===== config.mk =====
export PLATFORM = sky130hd
export DESIGN_NAME = sql_token_scanner
export DESIGN_NICKNAME = d
export VERILOG_FILES = /design/src/hdl/sts_pkg.sv /design/src/hdl/sts_front.sv /design/src/hdl/sts_queue.sv /design/src/hdl/sts_back.sv /design/src/hdl/sql_token_scanner.sv
export SDC_FILE = /design/constraint.sdc
export NUM_CORES = 1
export LEC_CHECK = 0
export BUFFER_PORTS_ARGS = -buffer_cell sky130_fd_sc_hd__buf_4
export CORE_MARGIN = 4
export CORE_UTILIZATION = 35
export CTS_CLUSTER_DIAMETER = 60
export DETAILED_ROUTE_END_ITERATION = 7
export HOLD_SLACK_MARGIN = 0.02
export PLACE_DENSITY = 0.62
export REMOVE_ABC_BUFFERS = 1
export SYNTH_ARGS = -nofsm -noshare
export SYNTH_HDL_FRONTEND = slang
export SYNTH_SLANG_ARGS = --single-unit
export TNS_END_PERCENT = 1

===== constraint.sdc =====
create_clock -name clock -period 12.8 [get_ports clock]
set_input_delay 3.84 -clock clock [delete_from_list [all_inputs] [get_ports clock]]
set_output_delay 3.84 -clock clock [all_outputs]
set_load 0.03 [all_outputs]

===== src/hdl/sts_pkg.sv =====
// Shared types and constants for the SQL token scanner.
// No dependencies; used by every module of the block.
package sts_pkg;

   // Counter widths inside the scanner
   localparam int OFFSET_WIDTH = 16;
   localparam int LINE_WIDTH   = 16;

   // Widths of the result fields on the ports
   localparam int KIND_WIDTH  = 5;
   localparam int FIELD_WIDTH = 16;

   // Token queue between scanner and output stage
   localparam int QUEUE_DEPTH       = 4;
   localparam int QUEUE_PTR_WIDTH   = $clog2(QUEUE_DEPTH);
   localparam int QUEUE_COUNT_WIDTH = $clog2(QUEUE_DEPTH + 1);

   // Token kinds
   localparam logic [KIND_WIDTH-1:0] KIND_EOF     = 5'd0;
   localparam logic [KIND_WIDTH-1:0] KIND_DOT     = 5'd1;
   localparam logic [KIND_WIDTH-1:0] KIND_COMMA   = 5'd2;
   localparam logic [KIND_WIDTH-1:0] KIND_EQ      = 5'd3;
   localparam logic [KIND_WIDTH-1:0] KIND_NEQ     = 5'd4;
   localparam logic [KIND_WIDTH-1:0] KIND_LT      = 5'd5;
   localparam logic [KIND_WIDTH-1:0] KIND_GT      = 5'd6;
   localparam logic [KIND_WIDTH-1:0] KIND_STAR    = 5'd7;
   localparam logic [KIND_WIDTH-1:0] KIND_PLUS    = 5'd8;
   localparam logic [KIND_WIDTH-1:0] KIND_MINUS   = 5'd9;
   localparam logic [KIND_WIDTH-1:0] KIND_SLASH   = 5'd10;
   localparam logic [KIND_WIDTH-1:0] KIND_STRING  = 5'd11;
   localparam logic [KIND_WIDTH-1:0] KIND_IDENT   = 5'd12;
   localparam logic [KIND_WIDTH-1:0] KIND_SELECT  = 5'd13;
   localparam logic [KIND_WIDTH-1:0] KIND_FROM    = 5'd14;
   localparam logic [KIND_WIDTH-1:0] KIND_WHERE   = 5'd15;
   localparam logic [KIND_WIDTH-1:0] KIND_OR      = 5'd16;
   localparam logic [KIND_WIDTH-1:0] KIND_AND     = 5'd17;
   localparam logic [KIND_WIDTH-1:0] KIND_NUMBER  = 5'd18;
   localparam logic [KIND_WIDTH-1:0] KIND_INVALID = 5'd19;
   localparam logic [KIND_WIDTH-1:0] KIND_UNTERM  = 5'd20;

   typedef struct packed {
      logic [KIND_WIDTH-1:0]  kind;
      logic [FIELD_WIDTH-1:0] start;
      logic [FIELD_WIDTH-1:0] len;
      logic [FIELD_WIDTH-1:0] line;
      logic [FIELD_WIDTH-1:0] col;
   } token_type;

   // All tokens caused by one source byte; tok0 always used, tok1 only if two
   typedef struct packed {
      logic      two;
      token_type tok0;
      token_type tok1;
   } group_type;

endpackage


===== src/hdl/sts_front.sv =====
// Scanner front end: takes one source byte per transfer and forms its tokens.
// Depends on sts_pkg; feeds sts_queue.
module sts_front (
   input  logic               clock,
   input  logic               reset,
   input  logic               req_valid,
   output logic               req_stall,
   input  logic [7:0]         req_source_byte,
   input  logic               queue_full,
   output logic               push,
   output sts_pkg::group_type push_data
);
   import sts_pkg::*;

   localparam int CALC_WIDTH = (OFFSET_WIDTH > LINE_WIDTH ? OFFSET_WIDTH : LINE_WIDTH) + 1;
   localparam int KW_COUNT   = 5;

   localparam logic [7:0] CH_NUL   = 8'h00;
   localparam logic [7:0] CH_TAB   = 8'h09;
   localparam logic [7:0] CH_LF    = 8'h0a;
   localparam logic [7:0] CH_CR    = 8'h0d;
   localparam logic [7:0] CH_SPACE = 8'h20;
   localparam logic [7:0] CH_QUOTE = 8'h27;
   localparam logic [7:0] CH_STAR  = 8'h2a;
   localparam logic [7:0] CH_PLUS  = 8'h2b;
   localparam logic [7:0] CH_COMMA = 8'h2c;
   localparam logic [7:0] CH_MINUS = 8'h2d;
   localparam logic [7:0] CH_DOT   = 8'h2e;
   localparam logic [7:0] CH_SLASH = 8'h2f;
   localparam logic [7:0] CH_LT    = 8'h3c;
   localparam logic [7:0] CH_EQ    = 8'h3d;
   localparam logic [7:0] CH_GT    = 8'h3e;
   localparam logic [7:0] CH_UNDER = 8'h5f;

   // Keyword text, left aligned in 48 bits
   localparam logic [47:0] KW_TEXT [KW_COUNT] = '{
      "select", {"from", 16'h0000}, {"where", 8'h00}, {"or", 32'h0}, {"and", 24'h0}};
   localparam logic [2:0] KW_LEN [KW_COUNT] = '{3'd6, 3'd4, 3'd5, 3'd2, 3'd3};

   typedef enum logic [2:0] {
      MODE_IDLE,
      MODE_LT,
      MODE_IDENT,
      MODE_NUMBER,
      MODE_STRING
   } mode_type;

   typedef struct packed {
      logic [2:0] idx;
      logic [4:0] mask;
   } kw_type;

   localparam kw_type KW_RESET = '{idx: 3'd0, mask: 5'b11111};

   function automatic logic is_alpha(logic [7:0] ch);
      return ch inside {[8'h61:8'h7a], [8'h41:8'h5a], CH_UNDER};
   endfunction

   function automatic logic is_digit(logic [7:0] ch);
      return ch inside {[8'h30:8'h39]};
   endfunction

   function automatic kw_type kw_step(kw_type kw, logic [7:0] ch);
      kw_type r;
      r = kw;
      for (int k = 0; k < KW_COUNT; k++) begin
         if (kw.mask[k]) begin
            if (kw.idx >= KW_LEN[k]) begin
               r.mask[k] = 1'b0;
            end else if (KW_TEXT[k][47 - 8*int'(kw.idx) -: 8] != ch) begin
               r.mask[k] = 1'b0;
            end
         end
      end
      if (kw.idx != 3'd7) begin
         r.idx = kw.idx + 3'd1;
      end
      return r;
   endfunction

   // First surviving keyword whose length matches wins
   function automatic logic [KIND_WIDTH-1:0] ident_kind(kw_type kw);
      logic [KIND_WIDTH-1:0] kind;
      kind = KIND_IDENT;
      for (int k = KW_COUNT - 1; k >= 0; k--) begin
         if (kw.mask[k] && KW_LEN[k] == kw.idx) begin
            kind = KIND_SELECT + KIND_WIDTH'(k);
         end
      end
      return kind;
   endfunction

   function automatic token_type make_token(
      logic [KIND_WIDTH-1:0]   kind,
      logic [OFFSET_WIDTH-1:0] off,
      logic [OFFSET_WIDTH-1:0] plen,
      logic [LINE_WIDTH-1:0]   line,
      logic [LINE_WIDTH-1:0]   col
   );
      token_type               t;
      logic [OFFSET_WIDTH-1:0] start;
      logic [CALC_WIDTH-1:0]   col1;
      logic [CALC_WIDTH-1:0]   plen_w;
      logic [CALC_WIDTH-1:0]   col_start;
      start     = (off >= plen) ? off - plen : '0;
      col1      = CALC_WIDTH'(col) + CALC_WIDTH'(1);
      plen_w    = CALC_WIDTH'(plen);
      col_start = (col1 >= plen_w) ? col1 - plen_w : '0;
      t.kind    = kind;
      t.start   = FIELD_WIDTH'(start);
      t.len     = FIELD_WIDTH'(plen);
      t.line    = FIELD_WIDTH'(line);
      t.col     = FIELD_WIDTH'(col_start);
      return t;
   endfunction

   function automatic logic [OFFSET_WIDTH-1:0] sat_off(logic [OFFSET_WIDTH-1:0] v);
      return (v == '1) ? v : v + OFFSET_WIDTH'(1);
   endfunction

   function automatic logic [LINE_WIDTH-1:0] sat_line(logic [LINE_WIDTH-1:0] v);
      return (v == '1) ? v : v + LINE_WIDTH'(1);
   endfunction

   mode_type                mode_ff, mode_in;
   kw_type                  kw_ff, kw_in;
   logic [OFFSET_WIDTH-1:0] off_ff, off_in;
   logic [OFFSET_WIDTH-1:0] plen_ff, plen_in;
   logic [LINE_WIDTH-1:0]   line_ff, line_in;
   logic [LINE_WIDTH-1:0]   col_ff, col_in;

   logic      accept;
   logic      emit_a, emit_b;
   token_type tok_a, tok_b;

   assign req_stall = queue_full;
   assign accept    = req_valid && !queue_full;

   always_comb begin
      logic       done;
      logic [7:0] ch;
      ch      = req_source_byte;
      done    = 1'b0;
      mode_in = mode_ff;
      kw_in   = kw_ff;
      off_in  = off_ff;
      plen_in = plen_ff;
      line_in = line_ff;
      col_in  = col_ff;
      emit_a  = 1'b0;
      emit_b  = 1'b0;
      tok_a   = '0;
      tok_b   = '0;

      // Close or extend the pending token
      case (mode_ff)
         MODE_LT: begin
            if (ch == CH_GT) begin
               off_in  = sat_off(off_in);
               plen_in = sat_off(plen_in);
               col_in  = sat_line(col_in);
               emit_a  = 1'b1;
               tok_a   = make_token(KIND_NEQ, off_in, plen_in, line_in, col_in);
               done    = 1'b1;
            end else begin
               emit_a = 1'b1;
               tok_a  = make_token(KIND_LT, off_in, plen_in, line_in, col_in);
            end
            plen_in = emit_a ? '0 : plen_in;
            mode_in = MODE_IDLE;
         end
         MODE_IDENT: begin
            if (is_alpha(ch) || is_digit(ch)) begin
               off_in  = sat_off(off_in);
               plen_in = sat_off(plen_in);
               col_in  = sat_line(col_in);
               kw_in   = kw_step(kw_ff, ch);
               done    = 1'b1;
            end else begin
               emit_a  = 1'b1;
               tok_a   = make_token(ident_kind(kw_ff), off_in, plen_in, line_in, col_in);
               plen_in = '0;
               mode_in = MODE_IDLE;
            end
         end
         MODE_NUMBER: begin
            if (is_digit(ch)) begin
               off_in  = sat_off(off_in);
               plen_in = sat_off(plen_in);
               col_in  = sat_line(col_in);
               done    = 1'b1;
            end else begin
               emit_a  = 1'b1;
               tok_a   = make_token(KIND_NUMBER, off_in, plen_in, line_in, col_in);
               plen_in = '0;
               mode_in = MODE_IDLE;
            end
         end
         MODE_STRING: begin
            if (ch == CH_NUL) begin
               emit_a  = 1'b1;
               tok_a   = make_token(KIND_UNTERM, off_in, plen_in, line_in, col_in);
               plen_in = '0;
               mode_in = MODE_IDLE;
            end else begin
               off_in  = sat_off(off_in);
               plen_in = sat_off(plen_in);
               col_in  = sat_line(col_in);
               if (ch == CH_QUOTE) begin
                  emit_a  = 1'b1;
                  tok_a   = make_token(KIND_STRING, off_in, plen_in, line_in, col_in);
                  plen_in = '0;
                  mode_in = MODE_IDLE;
               end
               done = 1'b1;
            end
         end
         default: begin
            mode_in = MODE_IDLE;
         end
      endcase

      // Scan the byte afresh between tokens
      if (!done) begin
         off_in  = sat_off(off_in);
         plen_in = sat_off(plen_in);
         col_in  = sat_line(col_in);
         case (ch)
            CH_SPACE, CH_TAB, CH_CR, CH_LF: begin
               if (ch == CH_LF) begin
                  line_in = sat_line(line_in);
                  col_in  = '0;
               end
               plen_in = '0;
            end
            CH_NUL: begin
               emit_b  = 1'b1;
               tok_b   = make_token(KIND_EOF, off_in, plen_in, line_in, col_in);
               mode_in = MODE_IDLE;
               kw_in   = KW_RESET;
               off_in  = '0;
               plen_in = '0;
               line_in = LINE_WIDTH'(1);
               col_in  = '0;
            end
            CH_DOT, CH_COMMA, CH_EQ, CH_GT, CH_STAR, CH_PLUS, CH_MINUS, CH_SLASH: begin
               emit_b = 1'b1;
               case (ch)
                  CH_DOT:   tok_b = make_token(KIND_DOT, off_in, plen_in, line_in, col_in);
                  CH_COMMA: tok_b = make_token(KIND_COMMA, off_in, plen_in, line_in, col_in);
                  CH_EQ:    tok_b = make_token(KIND_EQ, off_in, plen_in, line_in, col_in);
                  CH_GT:    tok_b = make_token(KIND_GT, off_in, plen_in, line_in, col_in);
                  CH_STAR:  tok_b = make_token(KIND_STAR, off_in, plen_in, line_in, col_in);
                  CH_PLUS:  tok_b = make_token(KIND_PLUS, off_in, plen_in, line_in, col_in);
                  CH_MINUS: tok_b = make_token(KIND_MINUS, off_in, plen_in, line_in, col_in);
                  default:  tok_b = make_token(KIND_SLASH, off_in, plen_in, line_in, col_in);
               endcase
               plen_in = '0;
            end
            CH_LT: begin
               mode_in = MODE_LT;
            end
            CH_QUOTE: begin
               mode_in = MODE_STRING;
            end
            default: begin
               if (is_alpha(ch)) begin
                  kw_in   = kw_step(KW_RESET, ch);
                  mode_in = MODE_IDENT;
               end else if (is_digit(ch)) begin
                  mode_in = MODE_NUMBER;
               end else begin
                  emit_b  = 1'b1;
                  tok_b   = make_token(KIND_INVALID, off_in, plen_in, line_in, col_in);
                  plen_in = '0;
               end
            end
         endcase
      end
   end

   assign push           = accept && (emit_a || emit_b);
   assign push_data.two  = emit_a && emit_b;
   assign push_data.tok0 = emit_a ? tok_a : tok_b;
   assign push_data.tok1 = tok_b;

   always_ff @(posedge clock) begin
      if (reset) begin
         mode_ff <= MODE_IDLE;
         kw_ff   <= KW_RESET;
         off_ff  <= '0;
         plen_ff <= '0;
         line_ff <= LINE_WIDTH'(1);
         col_ff  <= '0;
      end else if (accept) begin
         mode_ff <= mode_in;
         kw_ff   <= kw_in;
         off_ff  <= off_in;
         plen_ff <= plen_in;
         line_ff <= line_in;
         col_ff  <= col_in;
      end
   end

endmodule


===== src/hdl/sts_queue.sv =====
// Short token-group queue between scanner front end and output stage.
// Depends on sts_pkg.
module sts_queue (
   input  logic               clock,
   input  logic               reset,
   input  logic               push,
   input  sts_pkg::group_type push_data,
   input  logic               pop,
   output sts_pkg::group_type head_data,
   output logic               empty,
   output logic               full
);
   import sts_pkg::*;

   group_type                    store_ff [QUEUE_DEPTH];
   logic [QUEUE_PTR_WIDTH-1:0]   wr_ptr_ff, wr_ptr_in;
   logic [QUEUE_PTR_WIDTH-1:0]   rd_ptr_ff, rd_ptr_in;
   logic [QUEUE_COUNT_WIDTH-1:0] count_ff, count_in;
   logic                         do_pop;

   assign empty     = (count_ff == '0);
   assign full      = (count_ff == QUEUE_COUNT_WIDTH'(QUEUE_DEPTH));
   assign head_data = store_ff[rd_ptr_ff];
   assign do_pop    = pop && !empty;

   always_comb begin
      wr_ptr_in = push ? wr_ptr_ff + QUEUE_PTR_WIDTH'(1) : wr_ptr_ff;
      rd_ptr_in = do_pop ? rd_ptr_ff + QUEUE_PTR_WIDTH'(1) : rd_ptr_ff;
      count_in  = count_ff;
      if (push && !do_pop) begin
         count_in = count_ff + QUEUE_COUNT_WIDTH'(1);
      end else if (do_pop && !push) begin
         count_in = count_ff - QUEUE_COUNT_WIDTH'(1);
      end
   end

   always_ff @(posedge clock) begin
      if (push) begin
         store_ff[wr_ptr_ff] <= push_data;
      end
   end

   always_ff @(posedge clock) begin
      if (reset) begin
         wr_ptr_ff <= '0;
         rd_ptr_ff <= '0;
         count_ff  <= '0;
      end else begin
         wr_ptr_ff <= wr_ptr_in;
         rd_ptr_ff <= rd_ptr_in;
         count_ff  <= count_in;
      end
   end

endmodule


===== src/hdl/sts_back.sv =====
// Output stage: splits each token group into single result transfers.
// Depends on sts_pkg; drains sts_queue.
module sts_back (
   input  logic                                  clock,
   input  logic                                  reset,
   input  sts_pkg::group_type                    head_data,
   input  logic                                  head_empty,
   output logic                                  pop,
   output logic                                  rsp_valid,
   input  logic                                  rsp_stall,
   output logic [sts_pkg::KIND_WIDTH-1:0]        rsp_token_kind,
   output logic [sts_pkg::FIELD_WIDTH-1:0]       rsp_start_offset,
   output logic [sts_pkg::FIELD_WIDTH-1:0]       rsp_token_len,
   output logic [sts_pkg::FIELD_WIDTH-1:0]       rsp_line_number,
   output logic [sts_pkg::FIELD_WIDTH-1:0]       rsp_column_number,
   output logic                                  rsp_last_of_run
);
   import sts_pkg::*;

   logic      valid_ff, valid_in;
   logic      half_ff, half_in;   // second token of the head group is next
   token_type tok_ff, tok_in;
   logic      last_ff, last_in;
   logic      load;

   assign load = !head_empty && (!valid_ff || !rsp_stall);
   assign pop  = load && (half_ff || !head_data.two);

   always_comb begin
      tok_in   = half_ff ? head_data.tok1 : head_data.tok0;
      last_in  = half_ff || !head_data.two;
      valid_in = load || (valid_ff && rsp_stall);
      half_in  = half_ff;
      if (load) begin
         half_in = !pop;
      end
   end

   always_ff @(posedge clock) begin
      if (reset) begin
         valid_ff <= 1'b0;
         half_ff  <= 1'b0;
      end else begin
         valid_ff <= valid_in;
         half_ff  <= half_in;
      end
   end

   always_ff @(posedge clock) begin
      if (load) begin
         tok_ff  <= tok_in;
         last_ff <= last_in;
      end
   end

   assign rsp_valid         = valid_ff;
   assign rsp_token_kind    = tok_ff.kind;
   assign rsp_start_offset  = tok_ff.start;
   assign rsp_token_len     = tok_ff.len;
   assign rsp_line_number   = tok_ff.line;
   assign rsp_column_number = tok_ff.col;
   assign rsp_last_of_run   = last_ff;

endmodule


===== src/hdl/sql_token_scanner.sv =====
// SQL token scanner top level: front end, token queue and output stage.
// Depends on sts_pkg, sts_front, sts_queue and sts_back.
//
// Source text enters one byte per req_ transfer; a zero byte ends the source,
// emits an end-of-source token and returns the scanner to its reset state.
// Tokens leave one per rsp_ transfer with kind, start offset, length, line,
// one-based column and a flag on the last token caused by a given byte.
// The scanner takes one byte per cycle unless req_stall is high: all
// classification and counter updates for a byte sit in the front end. A byte
// that closes a pending token and also forms its own yields two tokens, which
// the output stage hands out as two transfers; a four-entry queue of token
// groups sits between the two parts, so req_stall rises only when that queue
// is full (output held back, or a long run of two-token bytes). The first
// token of a byte passes through the queue and the output register to rsp_.
// Bytes that produce no token (whitespace, the inside of identifiers,
// numbers and strings) take no queue space.
module sql_token_scanner (
   input  logic                                  clock,
   input  logic                                  reset,
   input  logic                                  req_valid,
   output logic                                  req_stall,
   input  logic [7:0]                            req_source_byte,
   output logic                                  rsp_valid,
   input  logic                                  rsp_stall,
   output logic [sts_pkg::KIND_WIDTH-1:0]        rsp_token_kind,
   output logic [sts_pkg::FIELD_WIDTH-1:0]       rsp_start_offset,
   output logic [sts_pkg::FIELD_WIDTH-1:0]       rsp_token_len,
   output logic [sts_pkg::FIELD_WIDTH-1:0]       rsp_line_number,
   output logic [sts_pkg::FIELD_WIDTH-1:0]       rsp_column_number,
   output logic                                  rsp_last_of_run
);
   import sts_pkg::*;

   logic      push, pop;
   logic      queue_empty, queue_full;
   group_type push_data, head_data;

   // Classify bytes and build tokens
   sts_front u_front (
      .clock           (clock),
      .reset           (reset),
      .req_valid       (req_valid),
      .req_stall       (req_stall),
      .req_source_byte (req_source_byte),
      .queue_full      (queue_full),
      .push            (push),
      .push_data       (push_data)
   );

   // Decouples scanning from the result side
   sts_queue u_queue (
      .clock     (clock),
      .reset     (reset),
      .push      (push),
      .push_data (push_data),
      .pop       (pop),
      .head_data (head_data),
      .empty     (queue_empty),
      .full      (queue_full)
   );

   // One result transfer per token
   sts_back u_back (
      .clock             (clock),
      .reset             (reset),
      .head_data         (head_data),
      .head_empty        (queue_empty),
      .pop               (pop),
      .rsp_valid         (rsp_valid),
      .rsp_stall         (rsp_stall),
      .rsp_token_kind    (rsp_token_kind),
      .rsp_start_offset  (rsp_start_offset),
      .rsp_token_len     (rsp_token_len),
      .rsp_line_number   (rsp_line_number),
      .rsp_column_number (rsp_column_number),
      .rsp_last_of_run   (rsp_last_of_run)
   );

endmodule


==> results.json, run 1 <==
{
  "synth-seq-cells": 712,
  "cts.sinks": 712,
  "die_area_mm2": 0.1139,
  "fin_cells": 4589,
  "slowest_stage": "nor3b_2",
  "holdWs_ps": 470.5,
  "drive_above_1_share_pct": 17.08,
  "tightest_slew_ps": 1218,
  "relSlewSlack_pct": 18.50,
  "synth_edf_count": 626,
  "grt_pass1_wl_mm": 164.4,
  "die_w_um": 337.5,
  "finalCritPeriodShare_pct": 86.99,
  "r2r-start": "u_front.col_ff[0]$_SDFFE_PP0P_",
  "power_frac_seq_pct": 36.4,
  "fin_skew_ps": 32.09,
  "track_usage_pct": 18.87,
  "ff2ff_setup_slack_ps": 3930,
  "detail_route.first_pass.iterations": 6,
  "crit_arrival_ps": 11500,
  "critPathMaxStageDelay_ps": 600,
  "grt_pass1_vias": 25630,
  "cts_max_path_buffers": 3,
  "core_area_mm2": 0.1075,
  "cts_resized": 0,
  "reg2reg_to": "u_queue.store_ff[2][74]$_DFFE_PP_",
  "layout_setup_ws_ps": 1666,
  "gr-total-overflow": 0,
  "switching_share_pct": 36.13,
  "layout_commonest_cell": "edfxtp_1",
  "antenna_left": 0,
  "antenna_found_initial": 1,
  "netlist_instances": 3071,
  "avgViaCountPerCell": 5.717,
  "drv_slew": 0,
  "finalSetupViolations": 0,
  "hold_buffers": 0,
  "critPathMaxFanout": 23,
  "path_class": "primary input to flop",
  "cts.reportedPaths.clkPinSlew_ps": 60,
  "p_comb_share_pct": 39.0,
  "finalWirelength_mm": 108.6,
  "cts_setup_buffers": 0,
  "intPower_mw": 6.068,
  "cts_tree": "built",
  "synth-seq-area-share_pct": 53.99,
  "row_count": 120,
  "n_fill_cell": 10150,
  "tns_ps": 0,
  "nets": 3261,
  "async_flop_share_pct": 0,
  "endpoint": "u_queue.store_ff[2][74]$_DFFE_PP_",
  "netlist_area_mm2": 0.03800,
  "cts_buffers": 82,
  "grt_max_degree": 140,
  "clock_tree.root_cell": "clkbuf_16",
  "drc": 0,
  "finalCriticalPeriod_ps": 11130,
  "hold_viol": 0,
  "insertion_delay_ps": 660,
  "die_y_um": 337.5,
  "critical_path_required_ps": 13170,
  "fmax_mhz": 89.81,
  "num_vias": 26240,
  "final_cell_mix": "edfxtp_1, nor2_1, nand2_1",
  "io-pin-count": 84,
  "placed_cells": 4441,
  "cts-htree-levels": 3,
  "p_clk_share_pct": 24.6,
  "syn_to_final_growth_pct": 12.97,
  "ff2ff_path_depth": 26,
  "yosys.area.top_type": "edfxtp_1",
  "crit_start": "req_source_byte[6]",
  "cp-end-kind": "flop",
  "place_hpwl_mm": 74.19,
  "dp_slack_ps": 1222,
  "port_buffers": 83,
  "rsz0062_at_grt": "false",
  "maxCapViolCount": 0,
  "fin_util_pct": 39.93,
  "place.gp.congestion": 0.9770,
  "synth.top_cell.area_share_pct": 49.46,
  "hold_path_class": "flop to flop",
  "p_sw_mw": 3.432,
  "synth_ff_type": "edfxtp_1",
  "synth_area_per_cell_um2": 12.38,
  "start_kind": "primary input",
  "power_density_mw_per_mm2": 221.3,
  "first_iter_violations": 2309,
  "wire_per_inst_um": 23.67,
  "outcome": "completed",
  "peakVddDrop_mv": 0.1692,
  "start_util_pct": 35.35,
  "synth_cell_types": 100,
  "ys_warn_count": 0,
  "p_leak_nw": 14.44,
  "synth_area_leaders": "edfxtp_1, mux4_2, dfxtp_1, ha_1, xnor2_1"
}
-- stage by stage --
step	instance area [um2]	power (mW)
floorplan	37300	6.130
global placement	40200	7.192
detailed placement	40200	7.216
CTS	42930	9.583
global route	42930	10.01
finish	42930	9.500
-- flip-flops by register name, indices dropped and copies added (netlist names), named ones only --
name,cells
u_back.rsp_valid,1
u_back.rsp_line_number,16
u_front.off_ff,16
u_back.rsp_column_number,16
u_queue.rd_ptr_ff,2
u_back.half_ff,1
u_back.rsp_token_len,16
u_front.kw_ff,8
u_back.rsp_token_kind,5
u_front.line_ff,16
u_queue.store_ff,556
u_queue.count_ff,3
u_back.rsp_last_of_run,1
u_front.plen_ff,16
u_front.mode_ff,3
u_front.col_ff,16
u_back.rsp_start_offset,16
u_queue.wr_ptr_ff,2
-- worst max-delay path, delay by kind of cell --
kind            cells  cell delay (ps)
compound gates     11             2590
simple gates        8             3000
fa+ha+maj           3             1000
xor+xnor            2              400
buf+inv             2              250
mux                 1              390
-- kinds of logic after synthesis --
logic type / share of synthesized area (%)
AO/OA/AOI/OAI: 11.30
XOR/XNOR: 4.632
adder cells (fa/ha/maj): 4.319
buffers and inverters: 2.716
flip-flops: 53.99
multiplexers: 11.27
AND/OR/NAND/NOR: 11.77
-- power by group through the flow --
stage / Combinational, mW / Clock, mW / Sequential, mW
3_3_place_gp: 3.69 / 0 / 3.50
4_1_cts: 3.72 / 2.39 / 3.47
6_report: 3.70 / 2.34 / 3.46
3_5_place_dp: 3.70 / 0 / 3.51
2_1_floorplan: 2.31 / 0 / 3.82
5_1_grt: 4.01 / 2.49 / 3.50
-- cells in the mapped netlist, types with 27 or more instances --
| master | count |
|---|---|
| edfxtp_1 | 626 |
| nor2_1 | 229 |
| nand2_1 | 199 |
| a21oi_1 | 161 |
| mux4_2 | 139 |
| o21ai_0 | 125 |
| ha_1 | 120 |
| xnor2_1 | 119 |
| clkbuf_1 | 111 |
| dfxtp_1 | 86 |
| inv_1 | 85 |
| nor3_1 | 85 |
| xor2_1 | 82 |
| mux2_2 | 80 |
| nand3_1 | 77 |
| and3_1 | 47 |
| and2_1 | 45 |
| nand4_1 | 45 |
| nor2b_1 | 38 |
| a21o_1 | 35 |
| a211oi_1 | 32 |
| buf_1 | 32 |
| nand2b_1 | 30 |
| a22oi_1 | 28 |
| nor4_1 | 27 |
-- area by class of cell --
cell class / instances / area (um2) / share of cell area, %
timing repair buffer: 136 / 1084 / 2.524
clock buffer: 93 / 2115 / 4.925
clock inverter: 54 / 613.1 / 1.428
multi-input combinational: 2102 / 16500 / 38.44
inverter: 88 / 330.3 / 0.7694
sequential: 712 / 20530 / 47.82
tap: 1403 / 1755 / 4.089
antenna: 1 / 2.502 / 0.005829
-- worst min-delay path by stage --
stage                                                to  cells after the start                     startpoint  slack (ps)
after floorplan           u_front.kw_ff[3]$_SDFFE_PP1P_                      2  u_front.kw_ff[3]$_SDFFE_PP1P_         430
after global placement    u_front.kw_ff[4]$_SDFFE_PP1P_                      1  u_front.kw_ff[4]$_SDFFE_PP1P_         450
after detailed placement  u_front.kw_ff[4]$_SDFFE_PP1P_                      1  u_front.kw_ff[4]$_SDFFE_PP1P_         450
after CTS                 u_front.kw_ff[4]$_SDFFE_PP1P_                      1  u_front.kw_ff[4]$_SDFFE_PP1P_         470
after global routing      u_front.kw_ff[4]$_SDFFE_PP1P_                      1  u_front.kw_ff[4]$_SDFFE_PP1P_         490
final                     u_front.kw_ff[4]$_SDFFE_PP1P_                      1  u_front.kw_ff[4]$_SDFFE_PP1P_         470
-- per-layer routing --
layer | share of wire, % | track usage [%]
met4 | 2.4 | 5.361
met2 | 47 | 30.18
met5 | 0.011 | 0.1702
met3 | 7.2 | 3.359
met1 | 44 | 26.41
Power figures use the tool's default switching activity.
==> run 2, diff against run 1 <==
--- a/config.mk
+++ b/config.mk
@@ -5,13 +5,14 @@
 export SDC_FILE = /design/constraint.sdc
 export NUM_CORES = 1
 export LEC_CHECK = 0
+export ABC_AREA = 0
 export BUFFER_PORTS_ARGS = -buffer_cell sky130_fd_sc_hd__buf_4
 export CORE_MARGIN = 4
-export CORE_UTILIZATION = 35
+export CORE_UTILIZATION = 45
 export CTS_CLUSTER_DIAMETER = 60
 export DETAILED_ROUTE_END_ITERATION = 7
 export HOLD_SLACK_MARGIN = 0.02
-export PLACE_DENSITY = 0.62
+export PLACE_DENSITY = 0.73
 export REMOVE_ABC_BUFFERS = 1
 export SYNTH_ARGS = -nofsm -noshare
 export SYNTH_HDL_FRONTEND = slang
==> run 2 against run 1 <==
Against the previous run:
- core utilization is 11 points higher
- first-iteration DRC count up 37%
- final cell count is 6.0% lower
- clock skew shrank 5.6 ps
- maximum frequency increased by 1.5%
- register-to-register slack improved by 180 ps
- worst hold slack worse by 9.5 ps
- clock power down 5%
- clock-buffer cell count grew 10
- die area down 22%
- via count is 1.7% higher
==> results.json, run 2 (same netlist as run 1, synthesis figures left out) <==
{
  "outcome": "completed",
  "maxCapViolCount": 0,
  "nets": 3254,
  "cts.sinks": 712,
  "multiInputGateArea_mm2": 0.01650,
  "track_usage_pct": 22.60,
  "rsz0062_at_grt": "false",
  "finalCritPeriodShare_pct": 85.70,
  "place_hpwl_mm": 70.51,
  "cts_max_path_buffers": 3,
  "port_buffers": 83,
  "power_density_mw_per_mm2": 220.8,
  "hold_viol": 0,
  "gr-total-overflow": 0,
  "power_frac_seq_pct": 37.0,
  "start_util_pct": 45.41,
  "intPower_mw": 6.002,
  "hold_path_class": "flop to flop",
  "drc": 0,
  "drv_slew": 0,
  "p_comb_share_pct": 39.1,
  "clock_tree.root_cell": "clkbuf_16",
  "p_leak_nw": 14.35,
  "die_area_mm2": 0.08917,
  "avgViaCountPerCell": 6.188,
  "place.gp.congestion": 1.006,
  "cts_buffers": 76,
  "p_clk_share_pct": 23.8,
  "peakVddDrop_mv": 0.1574,
  "final_cell_mix": "edfxtp_1, nor2_1, nand2_1",
  "row_count": 106,
  "antenna_left": 0,
  "drive_above_1_share_pct": 16.83,
  "seq_area_mm2": 0.02053,
  "finalWirelength_mm": 103.4,
  "first_iter_violations": 3162,
  "core_area_mm2": 0.08369,
  "io-pin-count": 84,
  "start_kind": "primary input",
  "p_sw_mw": 3.368,
  "die_y_um": 298.6,
  "detail_route.first_pass.iterations": 6,
  "largest_register": "u_queue.store_ff",
  "top_usage_layer": "met2",
  "grt_max_degree": 140,
  "tightest_slew_ps": 1160,
  "switching_share_pct": 35.95,
  "insertion_delay_ps": 640,
  "cts-htree-levels": 3,
  "fmax_mhz": 91.17,
  "met1_usage_pct": 31.49,
  "largest_register_ffs": 556,
  "n_fill_cell": 7060,
  "antenna-diode-count": 0,
  "tns_ps": 0,
  "use_met3_pct": 4.628,
  "antenna_found_initial": 0,
  "grt_pass1_wl_mm": 156.5,
  "syn_to_final_growth_pct": 11.67,
  "critPathMaxFanout": 23,
  "finalSetupViolations": 0,
  "crit_arrival_ps": 11330,
  "cts.reportedPaths.clkPinSlew_ps": 60,
  "path_class": "primary input to flop",
  "cts_resized": 0,
  "cts_setup_buffers": 0,
  "die_w_um": 298.6,
  "cts_tree": "built",
  "fin_skew_ps": 26.51,
  "relSlewSlack_pct": 22.38,
  "holdWs_ps": 461.1,
  "hold_buffers": 0,
  "wire_per_inst_um": 23.98,
  "cp-end-kind": "flop",
  "critical_path_required_ps": 13160,
  "met2_usage_pct": 35.55,
  "num_vias": 26690,
  "finalCriticalPeriod_ps": 10970,
  "layout_commonest_cell": "edfxtp_1",
  "grt_pass1_vias": 25700
}
==> run 2: cell types whose count changed in the layout (fill, tap and decap cells not counted), sizes merged <==
cell      before  now
bufinv         7    6
diode          1    0
clkinvlp       3    4
clkbuf        93  103
buf          136  135
clkinv        37   22
==> run 2: critical path, stage by stage <==
cell	delay, ps
buf_4	140
nor3b_2	580
nand4_1	360
o31a_4	330
nand2_1	410
nand2_1	140
xor2_1	200
inv_1	100
ha_1	330
and3_1	260
and3_1	400
and2_1	350
mux2_2	400
ha_1	280
xor2_1	200
ha_1	400
o21ai_0	140
a21boi_0	180
o21ai_0	110
a21boi_0	230
o21ai_0	150
a31o_2	270
a21oi_1	250
a41oi_1	220
o311ai_4	120
nand2_2	340
o31ai_1	570
==> run 2: stage by stage <==
stage	cell area, um2	power [mW]	setup WS (ps)	utilization (%)	cells
finish	42440	9.370	1831	50.71	4313
detailed placement	39860	7.149	1440	47.63	4171
global placement	39860	7.084	1641	47.63	4171
global route	42440	9.828	1273	50.71	4313
floorplan	37300	6.130	1875	-	2902
CTS	42440	9.402	1992	50.71	4313
==> run 2: cell type report <==
class                   instances  area share (%)
repair buffers                135           2.535
clock buffers                 103           4.888
well taps                    1134           3.343
clock inverters                39           1.197
flip-flops and latches        712           48.38
inverters                      88          0.7783
multi-input cells            2102           38.88
==> run 2: power by group through the flow <==
| stage | clock (mW) | combinational, mW | sequential, mW |
|---|---|---|---|
| 6_report | 2.23 | 3.67 | 3.47 |
| 5_1_grt | 2.37 | 3.94 | 3.51 |
| 4_1_cts | 2.27 | 3.65 | 3.48 |
| 3_5_place_dp | 0 | 3.63 | 3.52 |
| 3_3_place_gp | 0 | 3.58 | 3.51 |
| 2_1_floorplan | 0 | 2.31 | 3.82 |
==> run 2: final timing paths <==
check             slack, ps                           endpoint                            from  cells past startpoint
setup / recovery       1830  u_queue.store_ff[0][82]$_DFFE_PP_              req_source_byte[6]                     27
hold / removal          460      u_front.kw_ff[4]$_SDFFE_PP1P_   u_front.kw_ff[4]$_SDFFE_PP1P_                      1
setup reg to reg       4110  u_queue.store_ff[0][82]$_DFFE_PP_  u_front.col_ff[0]$_SDFFE_PP0P_                     26
hold reg to reg         460      u_front.kw_ff[4]$_SDFFE_PP1P_   u_front.kw_ff[4]$_SDFFE_PP1P_                      1
==> run 2: routing by layer <==
layer / vias to the layer above / part of all wire, % / wire, um
met5: - / 0 / 0
met4: 0 / 3.5 / 3649
met3: 221 / 8.7 / 8975
met1: 13290 / 41 / 42900
met2: 1239 / 46 / 47890
li1: 11940 / - / -
==> run 3, diff against run 2 <==
--- a/config.mk
+++ b/config.mk
@@ -8,11 +8,11 @@
 export ABC_AREA = 0
 export BUFFER_PORTS_ARGS = -buffer_cell sky130_fd_sc_hd__buf_4
 export CORE_MARGIN = 4
-export CORE_UTILIZATION = 45
+export CORE_UTILIZATION = 60
 export CTS_CLUSTER_DIAMETER = 60
 export DETAILED_ROUTE_END_ITERATION = 7
 export HOLD_SLACK_MARGIN = 0.02
-export PLACE_DENSITY = 0.73
+export PLACE_DENSITY = 0.89
 export REMOVE_ABC_BUFFERS = 1
 export SYNTH_ARGS = -nofsm -noshare
 export SYNTH_HDL_FRONTEND = slang
==> run 3 against run 2 <==
Against the previous run:
- combinational power increased by 2%
- first-iteration DRC count increased by 24%
- via count increased by 4.6%
- clock-buffer cell count decreased by 9
- non-clock buffer count increased by 2
- global-route usage increased by 9.9 points
- maximum frequency decreased by 1.1%
- worst hold slack improved by 27 ps
- cell area decreased by 1.2%
- flip-flop and latch count unchanged
- setup slack got worse by 120 ps
- sequential share of layout area increased by 0.60 points
- largest power group unchanged
==> results.json, run 3 (same netlist as run 1, synthesis figures left out) <==
{
  "p_clk_share_pct": 22.9,
  "finalCritPeriodShare_pct": 86.67,
  "grt_pass1_wl_mm": 166.7,
  "critPathMaxStageDelay_ps": 620,
  "met1_usage_pct": 43.37,
  "switching_share_pct": 36.90,
  "place_hpwl_mm": 73.81,
  "ff2ff_path_depth": 26,
  "use_met3_pct": 6.933,
  "rsz0062_at_grt": "false",
  "die_y_um": 259.7,
  "relSlewSlack_pct": 21.55,
  "outcome": "completed",
  "cts-htree-levels": 3,
  "die_area_mm2": 0.06743,
  "n_fill_cell": 4259,
  "met2_usage_pct": 51.90,
  "antenna-diode-count": 0,
  "peakVddDrop_mv": 0.1717,
  "path_class": "primary input to flop",
  "drv_slew": 0,
  "fin_skew_ps": 41.12,
  "syn_to_final_growth_pct": 10.30,
  "cts_buffers": 75,
  "r2r-start": "u_front.col_ff[0]$_SDFFE_PP0P_",
  "clock_tree.root_cell": "clkbuf_16",
  "maxCapViolCount": 0,
  "drive_above_1_share_pct": 16.62,
  "hold_path_class": "flop to flop",
  "power_frac_seq_pct": 37.2,
  "die_w_um": 259.7,
  "cts_resized": 0,
  "largest_register": "u_queue.store_ff",
  "port_buffers": 83,
  "power_density_mw_per_mm2": 224.4,
  "row_count": 91,
  "tightest_slew_ps": 1172,
  "hold_path_end": "u_front.kw_ff[4]$_SDFFE_PP1P_",
  "hold_path_depth": 1,
  "largest_register_ffs": 556,
  "io-pin-count": 84,
  "place.gp.congestion": 1.062,
  "num_vias": 27930,
  "cts_setup_buffers": 0,
  "nets": 3255,
  "cts_max_path_buffers": 3,
  "critPathMaxFanout": 23,
  "tns_ps": 0,
  "fmax_mhz": 90.14,
  "cts.sinks": 712,
  "layout_commonest_cell": "edfxtp_1",
  "crit_arrival_ps": 11450,
  "cts.reportedPaths.clkPinSlew_ps": 60,
  "track_usage_pct": 32.46,
  "finalWirelength_mm": 110.3,
  "grt_max_degree": 97,
  "p_sw_mw": 3.471,
  "hp-start": "u_front.kw_ff[4]$_SDFFE_PP1P_",
  "top_usage_layer": "met2",
  "insertion_delay_ps": 640,
  "grt_pass1_vias": 27080,
  "start_util_pct": 61.13,
  "core_area_mm2": 0.06217,
  "slowest_stage": "o31ai_1",
  "avgViaCountPerCell": 6.958,
  "total_power_mw": 9.406,
  "cts_tree": "built",
  "crit_start": "req_source_byte[6]",
  "intPower_mw": 5.935,
  "antenna_found_initial": 3,
  "hold_buffers": 0,
  "ff2ff_setup_slack_ps": 3950,
  "gr-total-overflow": 0,
  "finalCriticalPeriod_ps": 11090,
  "reg2reg_to": "u_queue.store_ff[2][74]$_DFFE_PP_",
  "antenna_left": 0,
  "final_cell_mix": "edfxtp_1, nor2_1, nand2_1",
  "first_iter_violations": 3907,
  "detail_route.first_pass.iterations": 6,
  "wire_per_inst_um": 27.48,
  "start_kind": "primary input",
  "drc": 0,
  "cp-end-kind": "flop",
  "finalSetupViolations": 0,
  "hold_viol": 0,
  "critical_path_required_ps": 13150,
  "p_comb_share_pct": 39.9,
  "p_leak_nw": 14.29
}
run 3: metal layers:
layer,vias up,wire (um),part of all wire (%)
met5,-,27,0.024
met4,4,5771,5.2
met3,400,12280,11
met2,1974,51590,47
met1,13610,40650,37
li1,11940,-,-
run 3: stage by stage:
stage	std cells	worst slack [ps]	area (um2)	util, %	hold WS (ps)
global placement	3876	1616	39480	63.51	445.3
global route	4014	1290	41920	67.43	500.7
finish	4014	1706	41920	67.43	488.5
floorplan	2902	1875	37300	-	426.2
CTS	4014	1893	41920	67.43	488.4
detailed placement	3876	1292	39480	63.51	476.1
run 3: final cells by class:
class	count	area [um2]	area share, %
Inverter	88	330.3	0.7880
Clock inverter	44	427.9	1.021
Multi-Input combinational cell	2102	16490	39.34
Clock buffer	94	2012	4.799
Sequential cell	712	20530	48.98
Tap cell	837	1047	2.498
Timing Repair Buffer	137	1079	2.573
run 3: worst max-delay path by stage:
stage                     cells after the start  slack, ps                                end
after floorplan                               9       1870   u_queue.store_ff[0][0]$_DFFE_PP_
after global placement                       27       1620  u_queue.store_ff[1][82]$_DFFE_PP_
after detailed placement                     27       1290  u_queue.store_ff[0][82]$_DFFE_PP_
after CTS                                    27       1890  u_queue.store_ff[2][74]$_DFFE_PP_
after global routing                         27       1290  u_queue.store_ff[2][74]$_DFFE_PP_
final                                        27       1710  u_queue.store_ff[2][74]$_DFFE_PP_
run 3: power by group through the flow:
stage / sequential (mW) / combinational (mW) / clock (mW)
floorplan: 3.82 / 2.31 / 0
global placement: 3.50 / 3.52 / 0
detailed placement: 3.53 / 3.64 / 0
CTS: 3.50 / 3.70 / 2.17
global route: 3.53 / 3.98 / 2.28
finish: 3.50 / 3.75 / 2.15
run 3: worst max-delay path, delay by kind of cell:
| family | cells | cell delay, ps |
|---|---|---|
| AO/OA/AOI/OAI | 12 | 2860 |
| AND/OR/NAND/NOR | 8 | 2700 |
| adder cells (fa/ha/maj) | 3 | 1030 |
| buffers and inverters | 2 | 390 |
| multiplexers | 1 | 390 |
| XOR/XNOR | 1 | 190 |
